## config.mk

```make
export PLATFORM = sky130hd
export DESIGN_NAME = ppd_sqrt
export DESIGN_NICKNAME = d
export VERILOG_FILES = /design/src/ppd_pkg.sv /design/src/ppd_sqrt.sv
export SDC_FILE = /design/constraint.sdc
export NUM_CORES = 2
export LEC_CHECK = 0
export ABC_AREA = 0
export BUFFER_PORTS_ARGS = -buffer_cell sky130_fd_sc_hd__buf_2
export CAP_MARGIN = 40
export CORE_MARGIN = 2
export CORE_UTILIZATION = 60
export DETAILED_ROUTE_END_ITERATION = 10
export PLACE_DENSITY = 0.78
export SYNTH_ARGS = -nofsm -noshare
export SYNTH_HDL_FRONTEND = slang
export SYNTH_SLANG_ARGS = --single-unit
```

## constraint.sdc

```tcl
create_clock -name clock -period 12.8 [get_ports clock]
set_input_delay 0 -clock clock [delete_from_list [all_inputs] [get_ports clock]]
set_output_delay 0 -clock clock [all_outputs]
set_load 0.1 [all_outputs]
```

## src/ppd_pkg.sv

```systemverilog
// ppd_pkg: widths, codes, stage payload types and the square root step
// shared by the point pair distance pipeline. No dependencies.
package ppd_pkg;

   localparam int NUM_AXES         = 3;
   localparam int DEFAULT_MAX_AXES = 3;
   localparam int OP_W             = 2;
   localparam int COORD_W          = 32;
   localparam int MAG_W            = 32;
   localparam int PROD_W           = 2 * MAG_W;
   localparam int FRAC_W           = 16;
   localparam int TERM_W           = PROD_W - FRAC_W;
   localparam int SUM_W            = TERM_W + 2;
   localparam int VALUE_W          = 52;
   localparam int AXES_W           = 2;
   localparam int CSR_INDEX_W      = 1;
   localparam int CSR_DATA_W       = VALUE_W;
   localparam int ROOT_W           = (SUM_W + FRAC_W) / 2;
   localparam int REM_W            = ROOT_W + 2;
   localparam int SQRT_STEPS_PER_STAGE = 3;
   localparam int SQRT_STAGES      = ROOT_W / SQRT_STEPS_PER_STAGE;

   localparam logic [AXES_W-1:0]  AXES_RESET   = 2'd3;
   localparam logic [VALUE_W-1:0] CUTOFF_RESET = '1;

   // operation codes; bit 1 alone selects cutoff mode
   localparam logic [OP_W-1:0] OP_DISTANCE       = 2'd0;
   localparam logic [OP_W-1:0] OP_SQUARED        = 2'd1;
   localparam logic [OP_W-1:0] OP_SQUARED_CUTOFF = 2'd2;
   localparam int              OP_CUTOFF_BIT     = 1;

   typedef enum logic [CSR_INDEX_W-1:0] {
      CSR_AXES_IN_USE    = 1'b0,
      CSR_CUTOFF_SQUARED = 1'b1
   } csr_index_type;

   typedef struct packed {
      logic [OP_W-1:0]    operation;
      logic [COORD_W-1:0] first_x;
      logic [COORD_W-1:0] first_y;
      logic [COORD_W-1:0] first_z;
      logic [COORD_W-1:0] second_x;
      logic [COORD_W-1:0] second_y;
      logic [COORD_W-1:0] second_z;
   } req_payload_type;

   typedef struct packed {
      logic [VALUE_W-1:0] result_value;
      logic               exceeded;
   } rsp_payload_type;

   typedef struct packed {
      logic [NUM_AXES-1:0][TERM_W-1:0] term;
      logic                            distance;
      logic                            cutoff;
   } term_stage_type;

   typedef struct packed {
      logic [SUM_W-1:0] sum;
      logic             distance;
      logic             exceeded;
   } sum_stage_type;

   typedef struct packed {
      logic [REM_W-1:0]  rem;
      logic [ROOT_W-1:0] root;
   } sqrt_step_type;

   typedef struct packed {
      logic [SUM_W-1:0]  sum;
      logic              distance;
      logic              exceeded;
      logic [REM_W-1:0]  rem;
      logic [ROOT_W-1:0] root;
   } sqrt_stage_type;

   // one restoring square root step: brings down one radicand bit pair
   function automatic sqrt_step_type sqrt_step(input logic [REM_W-1:0]  rem,
                                               input logic [ROOT_W-1:0] root,
                                               input logic [1:0]        pair);
      logic [REM_W+1:0] rem_sh;
      logic [REM_W+1:0] trial;
      logic [REM_W+1:0] diff;
      sqrt_step_type    res;
      rem_sh = {rem, pair};
      trial  = {2'b00, root, 2'b01};
      diff   = rem_sh - trial;
      if (rem_sh >= trial) begin
         res.rem  = diff[REM_W-1:0];
         res.root = {root[ROOT_W-2:0], 1'b1};
      end else begin
         res.rem  = rem_sh[REM_W-1:0];
         res.root = {root[ROOT_W-2:0], 1'b0};
      end
      return res;
   endfunction

endpackage

```

## src/ppd_sqrt.sv

```systemverilog
// ppd_sqrt: pipelined restoring square root, a few root bits per stage, with the
// squared sum carried alongside; drives the result register. Uses ppd_pkg.
module ppd_sqrt (
   input  logic                      clock,
   input  logic                      reset,
   input  logic                      in_valid,
   output logic                      in_ready,
   input  ppd_pkg::sum_stage_type    in_data,
   output logic                      out_valid,
   input  logic                      out_ready,
   output ppd_pkg::rsp_payload_type  out_data
);

   localparam int LAST = ppd_pkg::SQRT_STAGES - 1;

   logic                    valid_ff    [ppd_pkg::SQRT_STAGES];
   logic                    stage_ready [ppd_pkg::SQRT_STAGES];
   ppd_pkg::sqrt_stage_type data_ff     [ppd_pkg::SQRT_STAGES];
   ppd_pkg::sqrt_stage_type head;

   always_comb begin
      head.sum      = in_data.sum;
      head.distance = in_data.distance;
      head.exceeded = in_data.exceeded;
      head.rem      = '0;
      head.root     = '0;
   end

   for (genvar g = 0; g < ppd_pkg::SQRT_STAGES; g++) begin : g_stage
      ppd_pkg::sqrt_stage_type prev;
      ppd_pkg::sqrt_stage_type data_in;
      ppd_pkg::sqrt_step_type  chain [ppd_pkg::SQRT_STEPS_PER_STAGE+1];
      logic [2*ppd_pkg::ROOT_W-1:0] rad;
      logic prev_valid;
      logic next_ready;

      if (g == 0) begin : g_head
         assign prev       = head;
         assign prev_valid = in_valid;
      end else begin : g_body
         assign prev       = data_ff[g-1];
         assign prev_valid = valid_ff[g-1];
      end

      if (g == LAST) begin : g_tail
         assign next_ready = out_ready;
      end else begin : g_mid
         assign next_ready = stage_ready[g+1];
      end

      assign rad      = {prev.sum, ppd_pkg::FRAC_W'(0)};
      assign chain[0] = '{rem: prev.rem, root: prev.root};

      // radicand bit pairs are consumed from the top down
      for (genvar s = 0; s < ppd_pkg::SQRT_STEPS_PER_STAGE; s++) begin : g_step
         localparam int PAIR_LO =
            2 * (ppd_pkg::ROOT_W - 1 - (g * ppd_pkg::SQRT_STEPS_PER_STAGE + s));
         assign chain[s+1] = ppd_pkg::sqrt_step(chain[s].rem, chain[s].root,
                                                rad[PAIR_LO +: 2]);
      end

      always_comb begin
         data_in      = prev;
         data_in.rem  = chain[ppd_pkg::SQRT_STEPS_PER_STAGE].rem;
         data_in.root = chain[ppd_pkg::SQRT_STEPS_PER_STAGE].root;
      end

      assign stage_ready[g] = !valid_ff[g] || next_ready;

      always_ff @(posedge clock) begin
         if (reset) begin
            valid_ff[g] <= 1'b0;
         end else if (stage_ready[g]) begin
            valid_ff[g] <= prev_valid;
         end
      end

      always_ff @(posedge clock) begin
         if (stage_ready[g] && prev_valid) begin
            data_ff[g] <= data_in;
         end
      end
   end

   assign in_ready  = stage_ready[0];
   assign out_valid = valid_ff[LAST];

   always_comb begin
      if (data_ff[LAST].distance) begin
         out_data.result_value = ppd_pkg::VALUE_W'(data_ff[LAST].root);
      end else begin
         out_data.result_value = ppd_pkg::VALUE_W'(data_ff[LAST].sum);
      end
      out_data.exceeded = data_ff[LAST].exceeded;
   end

endmodule

```

==> results.json <==
{
  "die_area_um2": 136700,
  "power.density_nw_per_um2": 103.7,
  "io_buffers": 108,
  "rsz0062_at_grt": "false",
  "drv_slew": 0,
  "clock-sinks": 1129,
  "nNetsFinal": 9013,
  "vias_per_cell": 6.310,
  "timing.fmax_mhz": 84.36,
  "finalPower_w": 0.009134,
  "die_w_um": 369.8,
  "place_congestion": 0.9991,
  "grtUsageTotal_pct": 32.50,
  "cp.required_ps": 13260,
  "min_period_over_period_pct": 92.61,
  "synth_flop_cell": "edfxtp_1",
  "synth_area_um2": 80270,
  "cp_common_cell": "a21oi_1",
  "whs_ps": 120.5,
  "routed_wirelength_um": 227200,
  "clk_pin_slew_ps": 70,
  "cp-end-kind": "flip-flop",
  "wire_per_inst_um": 22.19,
  "chipHeight_um": 369.8,
  "fin_area_um2": 88030,
  "grt_pass1_wl_um": 348800,
  "hold_path_class": "primary input to flip-flop",
  "arrival_ps": 12310,
  "initial_utilization_pct": 60.30,
  "fin_setup_tns_ps": 0,
  "cts_tree": "done",
  "period_minus_slack_ps": 11850,
  "relSlewSlack_pct": 31.33,
  "p_leak_nw": 32.83,
  "gr-total-overflow": 0,
  "antenna_found_initial": 7,
  "worst_path_max_delay_cell": "a2111oi_0",
  "core_area_um2": 133100,
  "io_pins": 111,
  "status": "finished clean",
  "grt_pass1_vias": 60930,
  "finalSetupViolations": 0,
  "synthArstFlopShare_pct": 0,
  "firstDrtPassIters": 6,
  "final_hold_viol_count": 0,
  "path_class": "flip-flop to flip-flop",
  "drt.antenna.violating_nets": 0,
  "synthCells": 8166,
  "yosysSeqAreaShare_pct": 42.24,
  "critPathMaxFanout": 28,
  "drc": 0,
  "yosysUniqueCellTypes": 125,
  "clock_skew_ps": 117.9,
  "dp_hpwl_um": 172400,
  "avgSynthCellArea_um2": 9.830,
  "max_stage_delay_ps": 760,
  "numCtsBuffers": 116,
  "grt_max_degree": 72,
  "syn_to_final_growth_pct": 9.675,
  "cp-start-kind": "flip-flop",
  "yosysWarnings": 0,
  "clockBufferDepth": 3,
  "row_count": 134,
  "cap_violations": 0,
  "ys_ff_latch": 1129,
  "placed_area_um2": 82990,
  "vdd_drop_max_uv": 138.0,
  "worst_pin_slew_ps": 1030,
  "clk_latency_ps": 800,
  "num_vias": 64600,
  "ctsHtreeMaxLevel": 3,
  "root_buffer": "clkbuf_16",
  "synth_edf_count": 1129,
  "drive_gt1_share_pct": 8.442,
  "drt_iter0_markers": 6511
}
-- critical path, delay by kind of cell, from the launching register on --
kind                       cells  cell delay, ps
muxes                          1             320
and+or+nand+nor                8            1020
buffers and inverters          4            1210
AOI/OAI and AO/OA             32            7270
adders and majority gates      4            1290
DFF                            1             430
-- final cells by class --
type	count	area [µm²]
Clock buffer	128	2948
Inverter	423	1593
Sequential cell	1129	33900
Timing Repair Buffer	289	2295
Clock inverter	86	1001
Antenna cell	1	2.502
Tap cell	1768	2212
Fill cell	10420	45090
Multi-Input combinational cell	6415	44080
-- where the power goes --
part           internal, W  switching (W)  total (W)
Clock              0.00195        0.00157    0.00352
Combinational     0.000545       0.000827    0.00137
Sequential         0.00416      0.0000766    0.00424
-- cells in the final DEF, fill, tap and decap left out, types with 69 or more instances in the layout --
cell type / n
xor2_1: 281
a21oi_1: 675
xnor2_1: 531
a21o_1: 250
or3_1: 89
o31ai_1: 77
and3_1: 79
ha_1: 577
buf_2: 108
clkbuf_16: 116
nor2_1: 685
nand4_1: 100
nand2b_1: 116
nor2b_1: 124
mux2_2: 157
nor3_1: 204
o21ai_0: 425
edfxtp_1: 1129
nand3_1: 184
nand2_1: 652
a31oi_1: 69
dlygate4sd3_1: 107
nor4_1: 82
inv_1: 409
-- worst paths after layout --
check / start / to / slack (ps) / cells past startpoint
hold reg to reg: data_ff[5][91] / data_ff[6][91] / 340 / 0
setup reg to reg: data_ff[9][1] / data_ff[10][34] / 950 / 49
hold / removal: in_data[51] / data_ff[0][2] / 120 / 3
setup / recovery: data_ff[9][1] / data_ff[10][34] / 950 / 49
-- layer usage --
layer / part of all wire, % / vias to the layer above / wire (µm) / track usage [%]
li1: - / 30800 / - / -
met1: 43 / 30910 / 98010 / 45.15
met2: 46 / 2454 / 104100 / 52.43
met3: 6.9 / 440 / 15690 / 3.614
met4: 4.2 / 2 / 9435 / 12.48
met5: 0.0057 / - / 13 / 0
-- through the flow --
| stage | utilization, % | setup slack (ps) | instances |
|---|---|---|---|
| after floorplan | - | 1987 | 8171 |
| after global placement | 62.20 | 952.6 | 9909 |
| after detailed placement | 62.34 | 733.0 | 9916 |
| after CTS | 66.11 | 594.9 | 10240 |
| after global routing | 66.13 | 52.85 | 10240 |
| final | 66.13 | 946.5 | 10240 |
-- repair_timing --
action	4_1_cts	5_1_grt
hold endpoints to repair	120	0
resized for setup	0	5
hold buffers	107	0
setup buffers	0	1
endpoints found under the setup margin	0	34
-- cells by family after synthesis --
logic type | share of synthesized area, %
and+or+nand+nor | 17.28
AOI/OAI and AO/OA | 16.89
DFF | 42.24
xor gates and xnor gates | 8.860
buffers and inverters | 3.013
adders and majority gates | 9.144
muxes | 2.564
other | 0.009356
-- cells in the mapped netlist, drive strengths merged, types with 23 or more instances --
library cell / instances / area share [%]
a21oi: 676 / 4.2
nand3b: 34 / 0.32
a211oi: 70 / 0.68
or3: 90 / 0.70
edfxtp: 1129 / 42
nand2b: 117 / 0.92
a31oi: 74 / 0.59
nor4: 88 / 0.77
nor2b: 128 / 1.0
mux2: 157 / 2.2
nand3: 186 / 1.2
a21boi: 36 / 0.34
and2: 65 / 0.51
nand2: 656 / 3.1
o21ai: 439 / 2.7
and3: 79 / 0.62
nor4b: 33 / 0.42
ha: 577 / 9.0
a2111oi: 38 / 0.51
o21a: 65 / 0.61
xor2: 281 / 3.1
inv: 417 / 2.0
o21bai: 67 / 0.63
clkbuf: 147 / 0.69
nor3: 210 / 1.4
xnor2: 531 / 5.8
buf: 57 / 0.34
and4: 23 / 0.25
o211ai: 38 / 0.36
o31ai: 78 / 0.74
a21o: 250 / 2.3
mux2i: 29 / 0.36
nor3b: 24 / 0.24
or4: 54 / 0.52
o2111ai: 31 / 0.35
or2: 72 / 0.57
nand4: 100 / 0.78
nor2: 689 / 3.2
-- state kept, by name, indices dropped and copies added (netlist names) --
signal / cells
data_ff: 1118
valid_ff: 11
No activity file was read; power rests on OpenSTA's default activity.
