## src/ppd_pkg.sv

```systemverilog
// ppd_pkg: widths, codes, stage payload types and the square root step
// shared by the point pair distance pipeline. No dependencies.
package ppd_pkg;

   localparam int NUM_AXES         = 3;
   localparam int DEFAULT_MAX_AXES = 3;
   localparam int OP_W             = 2;
   localparam int COORD_W          = 32;
   localparam int MAG_W            = 32;
   localparam int PROD_W           = 2 * MAG_W;
   localparam int FRAC_W           = 16;
   localparam int TERM_W           = PROD_W - FRAC_W;
   localparam int SUM_W            = TERM_W + 2;
   localparam int VALUE_W          = 52;
   localparam int AXES_W           = 2;
   localparam int CSR_INDEX_W      = 1;
   localparam int CSR_DATA_W       = VALUE_W;
   localparam int ROOT_W           = (SUM_W + FRAC_W) / 2;
   localparam int REM_W            = ROOT_W + 2;
   localparam int SQRT_STEPS_PER_STAGE = 3;
   localparam int SQRT_STAGES      = ROOT_W / SQRT_STEPS_PER_STAGE;

   localparam logic [AXES_W-1:0]  AXES_RESET   = 2'd3;
   localparam logic [VALUE_W-1:0] CUTOFF_RESET = '1;

   // operation codes; bit 1 alone selects cutoff mode
   localparam logic [OP_W-1:0] OP_DISTANCE       = 2'd0;
   localparam logic [OP_W-1:0] OP_SQUARED        = 2'd1;
   localparam logic [OP_W-1:0] OP_SQUARED_CUTOFF = 2'd2;
   localparam int              OP_CUTOFF_BIT     = 1;

   typedef enum logic [CSR_INDEX_W-1:0] {
      CSR_AXES_IN_USE    = 1'b0,
      CSR_CUTOFF_SQUARED = 1'b1
   } csr_index_type;

   typedef struct packed {
      logic [OP_W-1:0]    operation;
      logic [COORD_W-1:0] first_x;
      logic [COORD_W-1:0] first_y;
      logic [COORD_W-1:0] first_z;
      logic [COORD_W-1:0] second_x;
      logic [COORD_W-1:0] second_y;
      logic [COORD_W-1:0] second_z;
   } req_payload_type;

   typedef struct packed {
      logic [VALUE_W-1:0] result_value;
      logic               exceeded;
   } rsp_payload_type;

   typedef struct packed {
      logic [NUM_AXES-1:0][TERM_W-1:0] term;
      logic                            distance;
      logic                            cutoff;
   } term_stage_type;

   typedef struct packed {
      logic [SUM_W-1:0] sum;
      logic             distance;
      logic             exceeded;
   } sum_stage_type;

   typedef struct packed {
      logic [REM_W-1:0]  rem;
      logic [ROOT_W-1:0] root;
   } sqrt_step_type;

   typedef struct packed {
      logic [SUM_W-1:0]  sum;
      logic              distance;
      logic              exceeded;
      logic [REM_W-1:0]  rem;
      logic [ROOT_W-1:0] root;
   } sqrt_stage_type;

   // one restoring square root step: brings down one radicand bit pair
   function automatic sqrt_step_type sqrt_step(input logic [REM_W-1:0]  rem,
                                               input logic [ROOT_W-1:0] root,
                                               input logic [1:0]        pair);
      logic [REM_W+1:0] rem_sh;
      logic [REM_W+1:0] trial;
      logic [REM_W+1:0] diff;
      sqrt_step_type    res;
      rem_sh = {rem, pair};
      trial  = {2'b00, root, 2'b01};
      diff   = rem_sh - trial;
      if (rem_sh >= trial) begin
         res.rem  = diff[REM_W-1:0];
         res.root = {root[ROOT_W-2:0], 1'b1};
      end else begin
         res.rem  = rem_sh[REM_W-1:0];
         res.root = {root[ROOT_W-2:0], 1'b0};
      end
      return res;
   endfunction

endpackage

```

## src/ppd_accum.sv

```systemverilog
// ppd_accum: prefix sums over the axes and the early stop on the cutoff limit.
// Three register stages with their own valid bits. Uses ppd_pkg.
module ppd_accum (
   input  logic                          clock,
   input  logic                          reset,
   input  logic [ppd_pkg::VALUE_W-1:0]   cutoff,
   input  logic                          in_valid,
   output logic                          in_ready,
   input  ppd_pkg::term_stage_type       in_data,
   output logic                          out_valid,
   input  logic                          out_ready,
   output ppd_pkg::sum_stage_type        out_data
);

   logic a_valid_ff, b_valid_ff, c_valid_ff;
   logic a_ready, b_ready, c_ready;

   logic [ppd_pkg::TERM_W-1:0] a_p0_ff, a_t2_ff;
   logic [ppd_pkg::TERM_W:0]   a_p1_ff;
   logic                       a_dist_ff, a_cutoff_ff;

   logic [ppd_pkg::TERM_W-1:0] b_p0_ff;
   logic [ppd_pkg::TERM_W:0]   b_p1_ff;
   logic [ppd_pkg::SUM_W-1:0]  b_p2_ff;
   logic                       b_gt0_ff, b_gt1_ff, b_dist_ff, b_cutoff_ff;

   logic [ppd_pkg::TERM_W:0]   p1_in;
   logic [ppd_pkg::SUM_W-1:0]  p2_in;
   ppd_pkg::sum_stage_type     c_in, c_ff;

   assign p1_in = {1'b0, in_data.term[0]} + {1'b0, in_data.term[1]};
   assign p2_in = ppd_pkg::SUM_W'(a_p1_ff) + ppd_pkg::SUM_W'(a_t2_ff);

   // first axis whose partial sum passes the limit ends the sum
   always_comb begin
      c_in.distance = b_dist_ff;
      priority if (b_cutoff_ff && b_gt0_ff) begin
         c_in.sum      = ppd_pkg::SUM_W'(b_p0_ff);
         c_in.exceeded = 1'b1;
      end else if (b_cutoff_ff && b_gt1_ff) begin
         c_in.sum      = ppd_pkg::SUM_W'(b_p1_ff);
         c_in.exceeded = 1'b1;
      end else if (b_cutoff_ff && (ppd_pkg::VALUE_W'(b_p2_ff) > cutoff)) begin
         c_in.sum      = b_p2_ff;
         c_in.exceeded = 1'b1;
      end else begin
         c_in.sum      = b_p2_ff;
         c_in.exceeded = 1'b0;
      end
   end

   assign c_ready  = !c_valid_ff || out_ready;
   assign b_ready  = !b_valid_ff || c_ready;
   assign a_ready  = !a_valid_ff || b_ready;
   assign in_ready = a_ready;

   always_ff @(posedge clock) begin
      if (reset) begin
         a_valid_ff <= 1'b0;
         b_valid_ff <= 1'b0;
         c_valid_ff <= 1'b0;
      end else begin
         if (a_ready) a_valid_ff <= in_valid;
         if (b_ready) b_valid_ff <= a_valid_ff;
         if (c_ready) c_valid_ff <= b_valid_ff;
      end
   end

   always_ff @(posedge clock) begin
      if (a_ready && in_valid) begin
         a_p0_ff     <= in_data.term[0];
         a_p1_ff     <= p1_in;
         a_t2_ff     <= in_data.term[2];
         a_dist_ff   <= in_data.distance;
         a_cutoff_ff <= in_data.cutoff;
      end
      if (b_ready && a_valid_ff) begin
         b_p0_ff     <= a_p0_ff;
         b_p1_ff     <= a_p1_ff;
         b_p2_ff     <= p2_in;
         b_gt0_ff    <= ppd_pkg::VALUE_W'(a_p0_ff) > cutoff;
         b_gt1_ff    <= ppd_pkg::VALUE_W'(a_p1_ff) > cutoff;
         b_dist_ff   <= a_dist_ff;
         b_cutoff_ff <= a_cutoff_ff;
      end
      if (c_ready && b_valid_ff) begin
         c_ff <= c_in;
      end
   end

   assign out_valid = c_valid_ff;
   assign out_data  = c_ff;

endmodule

```

## config.mk

```make
export PLATFORM = sky130hd
export DESIGN_NAME = ppd_accum
export DESIGN_NICKNAME = d
export VERILOG_FILES = /design/src/ppd_pkg.sv /design/src/ppd_accum.sv
export SDC_FILE = /design/constraint.sdc
export NUM_CORES = 1
export LEC_CHECK = 0
export ABC_AREA = 1
export CELL_PAD_IN_SITES_DETAIL_PLACEMENT = 1
export CELL_PAD_IN_SITES_GLOBAL_PLACEMENT = 1
export CORE_MARGIN = 2
export CORE_UTILIZATION = 44
export CTS_BUF_LIST = sky130_fd_sc_hd__clkbuf_16
export CTS_CLUSTER_SIZE = 25
export DETAILED_ROUTE_END_ITERATION = 16
export DONT_BUFFER_PORTS = 1
export PLACE_DENSITY_LB_ADDON = 0.08
export SETUP_SLACK_MARGIN = 0.2
export SYNTH_ARGS = -nofsm -noshare
export SYNTH_HDL_FRONTEND = slang
export SYNTH_SLANG_ARGS = --single-unit
```

## constraint.sdc

```tcl
create_clock -name clock -period 3.7 [get_ports clock]
set_input_delay 0.185 -clock clock [delete_from_list [all_inputs] [get_ports clock]]
set_output_delay 0.185 -clock clock [all_outputs]
set_load 0.03 [all_outputs]
```

==> impl_summary.txt <==
----------------------------------------------------
[GRT]
  Overall fraction of global-route tracks in use ... between 30% and 40%
  Met2 global-route usage ... a little under three fifths
  Initial antenna violation count ... 9
  Maximum number of pins on one net before global-route repair ... 151
  Global route total overflow ... 0
  Wire length of the first global-routing pass ... about 130 mm
  Number of global-route vias before repair ... ~21000
  Met1 capacity usage during global routing ... between 40% and 50%
  Met3 Usage GRT ... under 10%
  Top Usage Layer GRT ... met2

[Critical path]
  Critical Path AT ... between 3 and 4 ns
  Reg2Reg Setup Slack ... ~0.8 ns
  End of the critical path ... b_gt0_ff
  Endpoint of the worst register-to-register path ... b_gt0_ff
  R2R cell count ... 8
  Launching element type of the critical path ... flip-flop
  Reg2Reg Launch Point ... a_p0_ff[34]
  Critical path data required time ... ~4.0 ns
  Crit end category ... flip-flop
  Start point of the critical path ... a_p0_ff[34]
  Peak fanout along the critical path ... 2
  Class of the most critical setup path ... reg -> reg

[CTS]
  TritonCTS clock tree ... done
  Number of buffers inserted during clock tree synthesis ... between 40 and 50
  Number of buffers between clock root and the deepest sink ... 3
  Clock root cell ... sky130_fd_sc_hd__clkbuf_16
  Clock latency of the later-clocked register in the worst-skew pair ... between 0.5 and 0.6 ns
  Number of clock sinks ... 353
  Post-CTS setup-driven buffer insertion count ... 0
  Number of H-tree levels ... 2
  Clock edge transition at the registers on the reported setup and hold paths ... roughly 0.060 ns
  Resized cells post-CTS ... 0

[Place]
  Port buffer count ... 0
  Last weighted congestion value of the routability-driven placer ... between 0.9 and 1
  HPWL Detailed ... 72.7 mm
  Placed Area ... ~0.024 mm2
  Worst Setup Slack post-DPL ... 0.915 ns

[Die]
  Die span in x ... between 200 and 250 um
  Die area ... 0.0548 mm2
  Floorplan core area ... around 0.052 mm2
  Starting utilization of the core area ... about 44%
  Core Rows ... 84
  Die outline height ... around 230 um
  IO Pins ... roughly 260

[STA]
  Fmax ... approximately 0.35 GHz
  Worst Max-Slew Pin Slew ... 0.993 ns
  Final Critical Period ... between 2 and 3 ns
  Final Max Tran Viols ... 0
  Final-report hold violation count ... 0
  Final setup TNS ... 0 ns
  Worst-case clock skew ... between 0.015 and 0.02 ns
  Worst rel slew slack ... around 34%
  Share of the clock period used by the worst path after layout ... 78.0%
  RSZ-0062 raised after global routing ... false
  Final setup violating endpoints ... 0
  Final worst setup slack ... between 0.8 and 0.9 ns

[Yosys]
  Number of synthesis warnings ... 0
  Area leader, netlist ... sky130_fd_sc_hd__edfxtp_1
  Most used standard cell by instance count after synthesis ... sky130_fd_sc_hd__nand2_1
  Net count after synthesis ... roughly 3300
  Proportion of register bits with asynchronous set or reset after synthesis ... 0%
  Post-synthesis cell type count ... 44
  Simple-Gate Fraction of Synth Area ... between 20% and 30%
  Synthesized instance count ... 2830
  #FFs+latches synth ... between 300 and 400
  Post-Synth XOR/XNOR Area ... around 2.3%
  Share of synthesized cell area in full adder, half adder and majority cells ... about an eighth
  Most frequent cells after synthesis ... 956 x sky130_fd_sc_hd__nand2_1, 421 x sky130_fd_sc_hd__inv_1, 350 x sky130_fd_sc_hd__edfxtp_1
  Average instance area after synthesis ... 8.23 um2
  Mux share of post-synthesis cell area ... 0%
  Dominant combinational cell family by area after synthesis ... simple AND/OR/NAND/NOR gates
  Share of the synthesized area in the top cell type ... a little under half
  Number of flops mapped to enable cells by yosys ... 350
  Compound-cell area share of the yosys netlist ... 6.33%
  Register area share after synthesis ... 45.4%
  Total standard cell area after synthesis ... roughly 0.023 mm2
  Dominant synthesized flop cell ... sky130_fd_sc_hd__edfxtp_1
  Top cells by area, synth ... sky130_fd_sc_hd__edfxtp_1 45%, sky130_fd_sc_hd__nand2_1 15%, sky130_fd_sc_hd__ha_1 13%, sky130_fd_sc_hd__inv_1 6.8%, sky130_fd_sc_hd__nor2_1 4.3%

[Power and ir drop]
  LEAKAGE ... 12.5 nW
  P per Cell Area ... approximately 470 mW/mm2
  Largest vdd supply drop ... 0.000258 V

[Route]
  Number of remaining DRC errors ... 0
  Total via count in the routed design ... 20200
  Via count normalized by instance count ... ~5.5
  Drt pass-1 iters ... 4
  Remaining antenna violation count ... 0
  Drt total wl ... a little over 90 mm
  Initial DRC Count ... approximately 1400
  Average wire length per cell after detail routing ... ~25 um

[Final layout]
  Layout area overhead ... 14.4%
  Finished Cell Area ... 0.0267 mm2
  Share of cells above drive strength 1 ... between 4 and 5%
  Final-stage net count ... 3413
  Number of fill cells in the layout ... ~6300

[Worst hold path]
  Class of the worst hold path ... in -> reg

[Status]
  Outcome ... finished, final reports clean

[Flow run]
  Count of max-cap constraint violations ... 0

----------------------------------------------------
[how the worst min path moves through the flow]
stage	from	end	slack [ns]	depth (start not counted)
floorplan	reset	out_valid	0.25	1
detailed placement	reset	out_valid	0.25	1
global placement	reset	out_valid	0.25	1
finish	in_data[57]	a_p1_ff[7]	0.04	2
CTS	in_data[59]	a_p1_ff[9]	0.02	2
global route	in_data[59]	a_p1_ff[9]	0.05	2
[where the power goes]
part	leakage (nW)	switching, W	internal [W]
combinational	8.44	0.00203	0.000936
clock	0.716	0.00182	0.00254
sequential	3.37	0.000310	0.00484
[registers in the layout, indices dropped and copies added, names as in the netlist]
register,count
out_data,52
b_p2_ff,50
a_p1_ff,49
b_p1_ff,49
a_p0_ff,48
a_t2_ff,48
b_p0_ff,48
a_cutoff_ff,1
a_dist_ff,1
a_valid_ff,1
b_cutoff_ff,1
b_dist_ff,1
b_gt0_ff,1
b_gt1_ff,1
b_valid_ff,1
out_valid,1
[stage by stage]
stage | util, % | power, W | hold WS, ns | std cells
2_1_floorplan | - | 0.00692 | 0.247 | 2830
3_3_place_gp | 46.1 | 0.00792 | 0.248 | 3505
3_5_place_dp | 46.1 | 0.00802 | 0.250 | 3505
4_1_cts | 50.8 | 0.0125 | 0.0203 | 3684
5_1_grt | 50.8 | 0.0130 | 0.0493 | 3685
6_report | 50.8 | 0.0125 | 0.0383 | 3692
[routing by layer]
layer | vias up | share of wire, %
met5 | - | 0.011
met4 | 2 | 3.2
met3 | 138 | 5.7
met2 | 587 | 48
met1 | 9903 | 43
li1 | 9550 | -
[critical path, stage by stage (launching register included)]
cell and delay (ns):
sky130_fd_sc_hd__edfxtp_1 0.42, sky130_fd_sc_hd__ha_1 0.32, sky130_fd_sc_hd__nand4_1 0.18, sky130_fd_sc_hd__nor2_1 0.33, sky130_fd_sc_hd__nand3b_1 0.40, sky130_fd_sc_hd__nor3_1 0.50, sky130_fd_sc_hd__nand2_1 0.25, sky130_fd_sc_hd__nor2_1 0.16
sky130_fd_sc_hd__nor2_1 0.07
[cell usage in the layout (no fill, tap or decap), types with 8 or more instances in the layout]
master and instances:
sky130_fd_sc_hd__a31oi_1 49, sky130_fd_sc_hd__nor2_2 10, sky130_fd_sc_hd__nand3_1 99, sky130_fd_sc_hd__o21bai_1 11, sky130_fd_sc_hd__inv_2 18, sky130_fd_sc_hd__edfxtp_1 350
sky130_fd_sc_hd__o21ai_0 36, sky130_fd_sc_hd__nand2_2 10, sky130_fd_sc_hd__nor2_1 269, sky130_fd_sc_hd__ha_1 243, sky130_fd_sc_hd__nand3b_1 13, sky130_fd_sc_hd__diode_2 8
sky130_fd_sc_hd__nand2_1 952, sky130_fd_sc_hd__clkbuf_16 45, sky130_fd_sc_hd__dlygate4sd3_1 104, sky130_fd_sc_hd__nor3_1 19, sky130_fd_sc_hd__clkinv_1 8, sky130_fd_sc_hd__xor2_1 59
sky130_fd_sc_hd__inv_1 431, sky130_fd_sc_hd__a21oi_1 141, sky130_fd_sc_hd__nand4_1 33
[layout make-up]
| type | count | area, um2 | share of cell area (%) |
|---|---|---|---|
| Multi-Input combinational cell | 2014 | 11000 | 41.3 |
| Sequential cell | 353 | 10600 | 39.6 |
| Inverter | 443 | 1670 | 6.26 |
| Clock buffer | 45 | 1130 | 4.22 |
| Timing Repair Buffer | 111 | 1120 | 4.20 |
| Tap cell | 688 | 861 | 3.23 |
| Clock inverter | 30 | 277 | 1.04 |
| Antenna cell | 8 | 20.0 | 0.0751 |
[cells by family (layout without fill, tap and decap cells)]
group,after synthesis,count (layout)
adder cells (fa/ha/maj),245,245
flip-flops,353,353
buffers and inverters,463,629
AND/OR/NAND/NOR,1443,1443
XOR/XNOR,60,60
other,0,8
AO/OA/AOI/OAI,266,266
[repair_timing]
action,4_1_cts,5_1_grt
endpoints found under the setup margin,0,0
endpoints found under the hold margin,103,0
hold buffers,104,0
Note: power is estimated with default switching activity, not from simulation.
